==> src/gsps_pkg.sv <==
`timescale 1ns / 1ps
`default_nettype none
// ----------------------------------------------------------------------------
// Gauge stepper sequencer package
// Shared widths, command kinds, the state record and the six-phase coil decode.
// ----------------------------------------------------------------------------
package gsps_pkg;

    localparam int KIND_W    = 2;
    localparam int VALUE_W   = 16;
    localparam int POS_W     = 10;
    localparam int PHASE_W   = 3;
    localparam int COIL_W    = 4;
    localparam int PCT_W     = 7;
    localparam int PERCENT_MAX = 100;
    localparam int LAST_PHASE  = 5;

    typedef enum logic [KIND_W-1:0] {
        KIND_PERCENT = 2'd0,
        KIND_STEPS   = 2'd1,
        KIND_TICK    = 2'd2,
        KIND_HOME    = 2'd3
    } kind_t;

    typedef struct packed {
        logic [PHASE_W-1:0] phase;
        logic [POS_W-1:0]   position;
        logic [POS_W-1:0]   target;
        logic [POS_W-1:0]   homing_left;
        logic [COIL_W-1:0]  coil;
    } motor_state_t;

    // Coil pattern for a phase index; out-of-range codes decode as phase 0
    function automatic logic [COIL_W-1:0] phase_pins(input logic [PHASE_W-1:0] p);
        logic [COIL_W-1:0] pins;
        begin
            unique case (p)
                3'd1:    pins = 4'b0100;
                3'd2:    pins = 4'b1101;
                3'd3:    pins = 4'b1001;
                3'd4:    pins = 4'b1011;
                3'd5:    pins = 4'b0010;
                default: pins = 4'b0110;
            endcase
            return pins;
        end
    endfunction

    // Step the phase forward or back, wrapping over the six phases
    function automatic logic [PHASE_W-1:0] phase_step(input logic [PHASE_W-1:0] p,
                                                      input logic fwd);
        logic [PHASE_W-1:0] base;
        logic [PHASE_W-1:0] res;
        begin
            base = (p > PHASE_W'(LAST_PHASE)) ? '0 : p;
            if (fwd)
                res = (base == PHASE_W'(LAST_PHASE)) ? '0 : base + 1'b1;
            else
                res = (base == '0) ? PHASE_W'(LAST_PHASE) : base - 1'b1;
            return res;
        end
    endfunction

endpackage
`default_nettype wire

==> src/gsps_step.sv <==
`timescale 1ns / 1ps
`default_nettype none
// ----------------------------------------------------------------------------
// Gauge stepper next-state logic
// Applies one command to the motor state: target load, tick or homing start.
// ----------------------------------------------------------------------------
module gsps_step
    import gsps_pkg::*;
#(
    parameter int FULL_SCALE_STEPS = 600
)
(
    input  wire motor_state_t       cur,
    input  wire kind_t              kind,
    input  wire logic [VALUE_W-1:0] value,
    output motor_state_t            nxt
);

    logic [PCT_W-1:0]   pct_clip;
    logic [POS_W-1:0]   pct_steps;
    logic [POS_W-1:0]   steps_clip;
    logic [POS_W-1:0]   homing_dec;
    logic [PHASE_W-1:0] phase_new;

    // Clip percent to 0..100, then scale by six with two shifts
    always_comb
    begin
        if (value[VALUE_W-1])
            pct_clip = '0;
        else if (value[VALUE_W-2:0] > (VALUE_W-1)'(PERCENT_MAX))
            pct_clip = PCT_W'(PERCENT_MAX);
        else
            pct_clip = value[PCT_W-1:0];
        pct_steps = {1'b0, pct_clip, 2'b00} + {2'b00, pct_clip, 1'b0};
    end

    // Clip step count to 0..full scale
    always_comb
    begin
        if (value[VALUE_W-1])
            steps_clip = '0;
        else if (value[VALUE_W-2:0] > (VALUE_W-1)'(FULL_SCALE_STEPS))
            steps_clip = POS_W'(FULL_SCALE_STEPS);
        else
            steps_clip = value[POS_W-1:0];
    end

    assign homing_dec = cur.homing_left - 1'b1;

    // Apply the command
    always_comb
    begin
        nxt       = cur;
        phase_new = '0;
        unique case (kind)
            KIND_PERCENT: nxt.target      = pct_steps;
            KIND_STEPS:   nxt.target      = steps_clip;
            KIND_HOME:    nxt.homing_left = POS_W'(FULL_SCALE_STEPS);
            default:
            begin
                if (cur.homing_left != '0)
                begin
                    phase_new       = phase_step(cur.phase, 1'b1);
                    nxt.phase       = phase_new;
                    nxt.coil        = phase_pins(phase_new);
                    nxt.homing_left = homing_dec;
                    if (homing_dec == '0)
                    begin
                        nxt.position = '0;
                        nxt.target   = '0;
                    end
                end
                else if (cur.position < cur.target)
                begin
                    phase_new    = phase_step(cur.phase, 1'b0);
                    nxt.phase    = phase_new;
                    nxt.coil     = phase_pins(phase_new);
                    nxt.position = cur.position + 1'b1;
                end
                else if (cur.position > cur.target)
                begin
                    phase_new    = phase_step(cur.phase, 1'b1);
                    nxt.phase    = phase_new;
                    nxt.coil     = phase_pins(phase_new);
                    nxt.position = cur.position - 1'b1;
                end
            end
        endcase
    end

endmodule
`default_nettype wire

==> src/gauge_stepper_position_sequencer_core.sv <==
`timescale 1ns / 1ps
`default_nettype none
// ----------------------------------------------------------------------------
// Gauge stepper position sequencer
// Six-phase coil sequencer that walks a tracked position toward a target.
// ----------------------------------------------------------------------------
// Every command transaction (set percent, set steps, tick, home) is applied to
// the motor state in the cycle it is accepted and yields one result
// transaction in the next cycle, carrying the coil pins, position, target and
// busy flag after the command. The block takes one command per clock; the
// output register is the only stage, and input is stalled only while a
// result sits unread in it with the downstream side not ready.
module gauge_stepper_position_sequencer_core
    import gsps_pkg::*;
#(
    parameter int FULL_SCALE_STEPS = 600
)
(
    input  wire logic        clk,
    input  wire logic        rst_n,
    input  wire logic        s_axis_tvalid,
    output logic             s_axis_tready,
    input  wire logic [15:0] s_axis_tdata,   // [15:0] position_value
    input  wire logic [1:0]  s_axis_tuser,   // [1:0] kind
    output logic             m_axis_tvalid,
    input  wire logic        m_axis_tready,
    output logic [31:0]      m_axis_tdata    // [3:0] coil_pins, [13:4] current_position,
                                             // [23:14] target_position, [24] busy_res
);

    motor_state_t state_reg;
    motor_state_t state_next;
    logic         out_valid_reg;
    logic [31:0]  out_data_reg;
    logic         in_acc;
    logic         busy_next;

    assign s_axis_tready = !out_valid_reg || m_axis_tready;
    assign in_acc        = s_axis_tvalid && s_axis_tready;

    gsps_step #(
        .FULL_SCALE_STEPS (FULL_SCALE_STEPS)
    ) u_step (
        .cur   (state_reg),
        .kind  (kind_t'(s_axis_tuser)),
        .value (s_axis_tdata),
        .nxt   (state_next)
    );

    assign busy_next = (state_next.homing_left != '0) ||
                       (state_next.position != state_next.target);

    // Hold motor state; advance on each accepted transaction
    always_ff @(posedge clk or negedge rst_n)
    begin
        if (!rst_n)
        begin
            state_reg     <= '0;
            out_valid_reg <= 1'b0;
        end
        else
        begin
            if (in_acc)
                state_reg <= state_next;
            if (in_acc)
                out_valid_reg <= 1'b1;
            else if (m_axis_tready)
                out_valid_reg <= 1'b0;
        end
    end

    // Capture the result word
    always_ff @(posedge clk)
    begin
        if (in_acc)
            out_data_reg <= {7'b0, busy_next, state_next.target,
                             state_next.position, state_next.coil};
    end

    assign m_axis_tvalid = out_valid_reg;
    assign m_axis_tdata  = out_data_reg;

    // Position stays within full scale
    a_pos_range: assert property (@(posedge clk) disable iff (!rst_n)
        state_reg.position <= POS_W'(FULL_SCALE_STEPS))
        else $error("position beyond full scale");

    // Phase index stays within the six phases
    a_phase_range: assert property (@(posedge clk) disable iff (!rst_n)
        state_reg.phase <= PHASE_W'(LAST_PHASE))
        else $error("phase index out of range");

    // A home command loads the full sweep
    a_home_load: assert property (@(posedge clk) disable iff (!rst_n)
        (in_acc && s_axis_tuser == KIND_HOME) |=>
        state_reg.homing_left == POS_W'(FULL_SCALE_STEPS))
        else $error("homing sweep not loaded");

    // A tick at target while idle leaves the state untouched
    a_idle_tick: assert property (@(posedge clk) disable iff (!rst_n)
        (in_acc && s_axis_tuser == KIND_TICK && state_reg.homing_left == '0 &&
         state_reg.position == state_reg.target) |=> $stable(state_reg))
        else $error("tick at target changed state");

    // A result is posted for each accepted transaction
    a_result_post: assert property (@(posedge clk) disable iff (!rst_n)
        in_acc |=> m_axis_tvalid)
        else $error("result missing after accept");

endmodule
`default_nettype wire
==> config.mk <==
export PLATFORM = sky130hd
export DESIGN_NAME = gauge_stepper_position_sequencer_core
export DESIGN_NICKNAME = d
export VERILOG_FILES = /design/src/gsps_pkg.sv /design/src/gsps_step.sv /design/src/gauge_stepper_position_sequencer_core.sv
export SDC_FILE = /design/constraint.sdc
export NUM_CORES = 1
export LEC_CHECK = 0
export ABC_AREA = 1
export BUFFER_PORTS_ARGS = -buffer_cell sky130_fd_sc_hd__buf_2
export CAP_MARGIN = 20
export CORE_MARGIN = 1
export CORE_UTILIZATION = 35
export DETAILED_ROUTE_END_ITERATION = 8
export PLACE_DENSITY = 0.58
export RECOVER_POWER = 100
export SLEW_MARGIN = 20
export SYNTH_ARGS = -nofsm -noshare
export SYNTH_HDL_FRONTEND = slang
export SYNTH_SLANG_ARGS = --single-unit
==> constraint.sdc <==
create_clock -name clk -period 4.38 [get_ports clk]
set_clock_uncertainty 0.2 [all_clocks]
set_input_delay 0.657 -clock clk [delete_from_list [all_inputs] [get_ports clk]]
set_output_delay 0.657 -clock clk [all_outputs]
set_load 0.1 [all_outputs]
==> flow_summary.rst, run 1 <==
.. list-table::
   :header-rows: 1

   * - Metric
     - Value
   * - CP startpoint kind
     - flip-flop
   * - Fraction of final layout cells sized beyond drive strength 1
     - 7.031%
   * - Net count of the finished layout
     - 804
   * - Netlist cell types
     - 43
   * - Overall routing resource usage
     - 19.87%
   * - Number of DRC markers after the initial detailed-route iteration
     - 396
   * - Min-Delay Path Class
     - reg -> reg
   * - VDD IR max
     - 0.2048 mV
   * - Worst-Margin Slew
     - 2371 ps
   * - TritonCTS buffer count
     - 9
   * - Data arrival, critical path
     - 3420 ps
   * - Max transition margin
     - -58.04%
   * - Router iterations before antenna repair
     - 5
   * - Overall via count from detail_route
     - 4,824
   * - Buffer cell driving the clock tree root
     - sky130_fd_sc_hd__clkbuf_16
   * - Max FO, Critical Path
     - 14
   * - Clk Latency, worst-skew pair
     - 340 ps
   * - Number of antenna violations at the first check in global routing
     - 0
   * - Mean post-synth cell area
     - 6.728 sq um
   * - Async set-reset flop share out of synthesis
     - 60.32%
   * - Clock slew at reported path FFs
     - 60 ps
   * - IO Pins
     - 56
   * - Final critical-path share of the clock period
     - 80.40%
   * - Outcome
     - finished, violations left
   * - Warning count from the yosys run
     - 0
   * - Total wire length after detailed routing
     - 13.60 mm
   * - Instance area at placement
     - 0.005207 sq mm
   * - Number of cells in the finished layout apart from fillers
     - 944
   * - #FFs+latches synth
     - 63
   * - Setup repair after global routing missed its margin
     - no
   * - Number of core rows
     - 42
   * - Number of clock sinks
     - 63
   * - Worst Slack Setup Final
     - 858.5 ps
   * - Die height
     - 119.6 um
   * - Total of buffers placed on input and output ports
     - 48
   * - LEAKAGE
     - 2.665 nW
   * - Power Dens Cells
     - 504.9 mW/mm^2
   * - Critical-path cell list
     - inv_1 -> ha_1 -> nand2_2 -> nor2_4 -> nand2_1 -> nand2_1 -> nor2_2 -> nand2_1 -> nand2_1 -> o21ai_0 -> buf_4 -> nand3_1 -> nand2_1 -> nand4_1 -> nor2_1 -> nand2_1
   * - Sum Neg Setup Slack
     - 0 ps
   * - Cell at the slowest stage of the critical path
     - sky130_fd_sc_hd__nand2_1
   * - Highest routed metal layer
     - met4
   * - Vias per cell
     - 5.110
   * - Number of buffers added for setup after CTS
     - 0
   * - Number of enable-type register cells in the synthesized netlist
     - 25
   * - Final number of hold-violating endpoints
     - 0
   * - Bufs on Longest Clock Path
     - 2
   * - Average wire per standard cell
     - 14.41 um
   * - Total power consumption of the routed design
     - 2.744 mW
   * - Utilization after layout
     - 40.72%
   * - First-pass GRT wire length
     - 22.36 mm
   * - Final-report max-slew violation count
     - 127
   * - Max cap viols
     - 3
   * - Resized Gates After CTS
     - 0
   * - Synth Instances
     - 719
   * - GPL Wtd Cong
     - 0.9076
   * - Post-detail-place hpwl
     - 10.11 mm
   * - DRC violation count after routing
     - 0
   * - Number of fill cells
     - 1,428
   * - Met3 wire len
     - 750 um
   * - Wire length on met2
     - 6.315 mm
   * - Achievable clock frequency
     - 0.2840 GHz
   * - Largest net degree at the start of global routing
     - 54
   * - Horizontal die dimension
     - 119.6 um
   * - Critical path class
     - reg -> reg
   * - Most repeated library cell on the critical path
     - sky130_fd_sc_hd__nand2_1
   * - Tightest hold margin
     - 280.9 ps
   * - Total setup violations reported at the end of the flow
     - 0
   * - Hold-fix buffer count after cts
     - 0
   * - Finished layout cell area
     - 0.005435 sq mm
   * - Clock tree from TritonCTS
     - built
   * - Buffers and inverters on the worst path
     - 2
   * - Core footprint
     - 0.01335 sq mm
   * - Maximum level of the CTS H-tree
     - 3
   * - Syn Std Cell Area
     - 0.004837 sq mm
   * - Remaining antenna violation count after routing
     - 0
   * - Failing checks
     - capacitance limit, slew limit
   * - Worst path required time
     - 4280 ps
   * - Overflow left after global routing
     - 0
   * - Number of global-route vias before repair
     - 4,595
   * - Synth Flop Type
     - sky130_fd_sc_hd__dfrtp_1
   * - Placed cell count
     - 928
   * - Layout overhead on the synthesized area
     - 12.36%
   * - Antenna fix cells
     - 0
   * - DIE AREA
     - 0.01429 sq mm
   * - Final critical delay including setup and external delays
     - 3522 ps
   * - Initial Util
     - 36.24%
   * - Category of the worst setup path capture point
     - flip-flop
   * - Sequential element share of the synthesized area
     - 35.18%
   * - Met1 wire length
     - 6.273 mm
   * - Largest register FFs
     - 37
   * - Worst Setup Slack post-DPL
     - 697.2 ps
   * - CP max stage delay
     - 460 ps
   * - Cell family with most CP delay
     - simple AND/OR/NAND/NOR gates
-- per-layer routing --
layer | GRT usage, % | vias up
met4 | 5.313 | 0
met5 | 0 | -
met3 | 5.038 | 22
met2 | 33.53 | 134
met1 | 25.12 | 2243
li1 | - | 2425
-- path summary, 6_finish.rpt --
kind                                           from                         end  slack (ps)  depth (start not counted)
max                        state_reg[4]$_DFFE_PN0P_  m_axis_tdata[24]$_DFFE_PP_         860                         16
min                        state_reg[2]$_DFFE_PN0P_    state_reg[2]$_DFFE_PN0P_         280                          2
max reg2reg                state_reg[4]$_DFFE_PN0P_  m_axis_tdata[24]$_DFFE_PP_         860                         16
min reg2reg                state_reg[2]$_DFFE_PN0P_    state_reg[2]$_DFFE_PN0P_         280                          2
max in group asynchronous                     rst_n   state_reg[16]$_DFFE_PN0P_        1790                          1
min in group asynchronous                     rst_n   state_reg[34]$_DFFE_PN0P_         840                          1
-- where the power goes --
group	switching (mW)	internal [mW]
Clock	0.272	0.435
Combinational	0.870	0.305
Sequential	0.115	0.747
Total	1.26	1.49
-- area by class of cell --
cell class,count,area [sq um],share of cell area [%]
flip-flops and latches,63,1702,31.31
repair buffers,53,234.0,4.305
clock inverters,7,63.81,1.174
clock buffers,9,225.2,4.144
multi-input cells,532,2600,47.84
inverters,104,390.4,7.182
well taps,176,220.2,4.052
-- kinds of logic after synthesis --
logic type | share of synthesized area (%)
mux | 0.2069
fa+ha+maj | 4.915
simple gates | 34.92
flops | 35.18
xor+xnor | 0.7244
compound gates | 12.75
buf+inv | 11.23
other cells | 0.07753
-- tightest hold or removal path: cells and delay by family, from the launching register on --
kind / cells / cell delay, ps
flops: 1 / 340
simple gates: 2 / 100
-- synth_stat cells, drive strengths merged, types with 2 or more instances --
master    n  area, sq um
o21bai    4        30.03
o211ai    3        22.52
nor4      3        18.77
edfxtp   25        750.7
o21ai    69        352.8
a22oi     3        22.52
nor3      7        35.03
nor2     71        299.0
dfrtp    38        950.9
nand3    72        377.9
buf      14        106.4
xnor2     3        26.28
clkbuf   12        46.29
nand2   223        857.1
ha       19        237.7
a211oi    2        15.01
a21oi    16        80.08
inv     103        386.6
a31oi     4        25.02
nand4    15        93.84
a32oi     3        26.28
-- layout by cell type, fill, tap and decap left out, types with 4 or more instances in the layout --
master	n
sky130_fd_sc_hd__ha_1	19
sky130_fd_sc_hd__nand4_1	15
sky130_fd_sc_hd__nor2_2	5
sky130_fd_sc_hd__clkbuf_16	9
sky130_fd_sc_hd__nor3_1	7
sky130_fd_sc_hd__nor2_1	63
sky130_fd_sc_hd__nand3_1	71
sky130_fd_sc_hd__clkbuf_1	31
sky130_fd_sc_hd__buf_2	19
sky130_fd_sc_hd__a31oi_1	4
sky130_fd_sc_hd__edfxtp_1	25
sky130_fd_sc_hd__o21bai_1	4
sky130_fd_sc_hd__conb_1	7
sky130_fd_sc_hd__inv_1	100
sky130_fd_sc_hd__a21oi_1	16
sky130_fd_sc_hd__dfrtp_1	38
sky130_fd_sc_hd__nand2_1	220
sky130_fd_sc_hd__o21ai_1	4
sky130_fd_sc_hd__o21ai_0	63
(Power assumes the default switching activity.)
==> run 2: changes to the inputs <==
Clock period 4.38 ns to 3.45 ns, I/O delays scaled along.
==> flow_summary.rst, run 2 (synthesis gave the netlist of run 1 again) <==
.. list-table::
   :header-rows: 1

   * - Metric
     - Value
   * - GPL Wtd Cong
     - 0.9426
   * - Achievable clock frequency
     - 0.3158 GHz
   * - Number of clock sinks
     - 63
   * - Bufs on Longest Clock Path
     - 2
   * - Most common cell after layout, fill and taps aside
     - sky130_fd_sc_hd__nand2_1
   * - Category of the worst setup path capture point
     - flip-flop
   * - Overall routing resource usage
     - 20.22%
   * - Max cap viols
     - 1
   * - DRC violation count after routing
     - 0
   * - Largest net degree at the start of global routing
     - 54
   * - Total wire length after detailed routing
     - 13.65 mm
   * - Clock tree from TritonCTS
     - built
   * - Clk Latency, worst-skew pair
     - 340 ps
   * - Most frequent cells in the layout
     - 218 x sky130_fd_sc_hd__nand2_1, 100 x sky130_fd_sc_hd__inv_1, 69 x sky130_fd_sc_hd__nand3_1
   * - Hold path depth
     - 4
   * - Remaining antenna violation count after routing
     - 0
   * - Overall via count from detail_route
     - 4,829
   * - Origin of the worst min-delay path
     - m_axis_tready
   * - Final critical-path share of the clock period
     - 91.78%
   * - Number of antenna violations at the first check in global routing
     - 0
   * - VDD IR max
     - 0.2589 mV
   * - Number of fill cells
     - 1,472
   * - Data arrival, critical path
     - 3050 ps
   * - Worst-Margin Slew
     - 2410 ps
   * - Area of combinational cells with multiple inputs
     - 0.002623 sq mm
   * - First-pass GRT wire length
     - 22.73 mm
   * - Max FO, Critical Path
     - 13
   * - Register-to-register setup slack
     - 280 ps
   * - TritonCTS buffer count
     - 9
   * - Number of buffers added for setup after CTS
     - 0
   * - WHS Endpoint
     - m_axis_tvalid$_DFFE_PN0P_
   * - Core footprint
     - 0.01335 sq mm
   * - LEAKAGE
     - 2.739 nW
   * - Outcome
     - finished, violations left
   * - Post-detail-place hpwl
     - 10.31 mm
   * - Total of buffers placed on input and output ports
     - 48
   * - Clock slew at reported path FFs
     - 60 ps
   * - Net count of the finished layout
     - 812
   * - Initial Util
     - 36.24%
   * - Buffer cell driving the clock tree root
     - sky130_fd_sc_hd__clkbuf_16
   * - Setup repair after global routing missed its margin
     - no
   * - Power Dens Cells
     - 649.0 mW/mm^2
   * - Worst path required time
     - 3330 ps
   * - Total setup violations reported at the end of the flow
     - 0
   * - Layout overhead on the synthesized area
     - 14.51%
   * - R2r endpoint
     - m_axis_tdata[24]$_DFFE_PP_
   * - Min-Delay Path Class
     - in -> reg
   * - IO Pins
     - 56
   * - DIE AREA
     - 0.01429 sq mm
   * - Depth of the worst register-to-register path
     - 15
   * - Failing checks
     - capacitance limit, slew limit
   * - Final number of hold-violating endpoints
     - 0
   * - Average wire per standard cell
     - 14.34 um
   * - Final-report max-slew violation count
     - 39
   * - Vias per cell
     - 5.072
   * - Worst reg2reg path startpoint
     - state_reg[4]$_DFFE_PN0P_
   * - Register area
     - 0.001702 sq mm
   * - Horizontal die dimension
     - 119.6 um
   * - Max transition margin
     - -60.65%
   * - Fraction of final layout cells sized beyond drive strength 1
     - 8.505%
   * - Final critical delay including setup and external delays
     - 3166 ps
   * - Number of core rows
     - 42
   * - Antenna fix cells
     - 0
   * - CP startpoint kind
     - flip-flop
   * - Largest register FFs
     - 37
   * - Utilization after layout
     - 41.50%
   * - Maximum level of the CTS H-tree
     - 3
   * - Number of DRC markers after the initial detailed-route iteration
     - 325
   * - Critical path class
     - reg -> reg
   * - Number of global-route vias before repair
     - 4,605
   * - Die height
     - 119.6 um
   * - Overflow left after global routing
     - 0
   * - Sum Neg Setup Slack
     - 0 ps
   * - Router iterations before antenna repair
     - 5
## run 2: cell types whose count changed in the layout (fill, tap and decap cells not counted), moves of 2 or more
cell / before / now
sky130_fd_sc_hd__buf_4: 3 / 12
sky130_fd_sc_hd__clkinv_2: 3 / 1
sky130_fd_sc_hd__clkinvlp_4: 2 / 0
sky130_fd_sc_hd__nand2_1: 220 / 218
sky130_fd_sc_hd__nand3_1: 71 / 69
sky130_fd_sc_hd__nand3_2: 0 / 2
## run 2: worst max-delay path by stage
stage	startpoint	end	slack [ps]	cells past startpoint
after floorplan	m_axis_tvalid$_DFFE_PN0P_	m_axis_tdata[0]$_DFFE_PP_	70	4
after detailed placement	s_axis_tdata[12]	m_axis_tdata[24]$_DFFE_PP_	30	23
after CTS	state_reg[29]$_DFFE_PN0P_	m_axis_tdata[24]$_DFFE_PP_	240	19
final	state_reg[4]$_DFFE_PN0P_	m_axis_tdata[24]$_DFFE_PP_	280	15
after global placement	s_axis_tdata[12]	m_axis_tdata[24]$_DFFE_PP_	70	23
after global routing	state_reg[4]$_DFFE_PN0P_	m_axis_tdata[24]$_DFFE_PP_	20	16
## run 2: where the power goes
| group | internal (mW) | switching [mW] | total [mW] |
|---|---|---|---|
| Combinational | 0.415 | 1.12 | 1.54 |
| Sequential | 0.947 | 0.147 | 1.09 |
| Clock | 0.627 | 0.334 | 0.961 |
## run 2: final cells by class
| type | count | area share (%) |
|---|---|---|
| clock buffer | 11 | 4.201 |
| clock inverter | 5 | 1.310 |
| inverter | 104 | 7.048 |
| multi-input combinational | 532 | 47.35 |
| sequential | 63 | 30.72 |
| tap | 176 | 3.976 |
| timing repair buffer | 61 | 5.399 |
## run 2: worst max-delay path, stage by stage, from the launching register on
cell,delay (ps)
sky130_fd_sc_hd__dfrtp_1,400
sky130_fd_sc_hd__inv_1,210
sky130_fd_sc_hd__ha_1,320
sky130_fd_sc_hd__nand2_2,120
sky130_fd_sc_hd__nor2_4,170
sky130_fd_sc_hd__nand3_4,200
sky130_fd_sc_hd__a22oi_1,290
sky130_fd_sc_hd__nand2_1,90
sky130_fd_sc_hd__nor2_1,180
sky130_fd_sc_hd__nand2_1,80
sky130_fd_sc_hd__nor2_1,120
sky130_fd_sc_hd__nand3_1,150
sky130_fd_sc_hd__nor2_1,130
sky130_fd_sc_hd__nand4_1,90
sky130_fd_sc_hd__nor2_1,100
sky130_fd_sc_hd__nand2_1,60
## run 2: repair_timing
item,4_1_cts,5_1_grt
endpoints found under the hold margin,0,0
endpoints found under the setup margin,0,1
gates resized for setup,0,2
hold buffers,0,0
## run 2: routing by layer
metal  wire, um  GRT usage [%]
met5          0              0
met4        248          7.578
met3        681          4.135
met2       6493          33.82
met1       6227          25.61
## run 2: through the flow
stage,power (mW),cells,hold slack [ps],area [sq um],setup slack (ps)
after floorplan,2.283,725,21.91,4861,68.07
after global placement,2.622,936,262.8,5280,73.96
after detailed placement,2.639,936,275.2,5280,31.36
after CTS,3.612,952,181.3,5585,241.5
after global routing,3.847,952,280.6,5539,21.70
final,3.595,952,253.0,5539,283.8
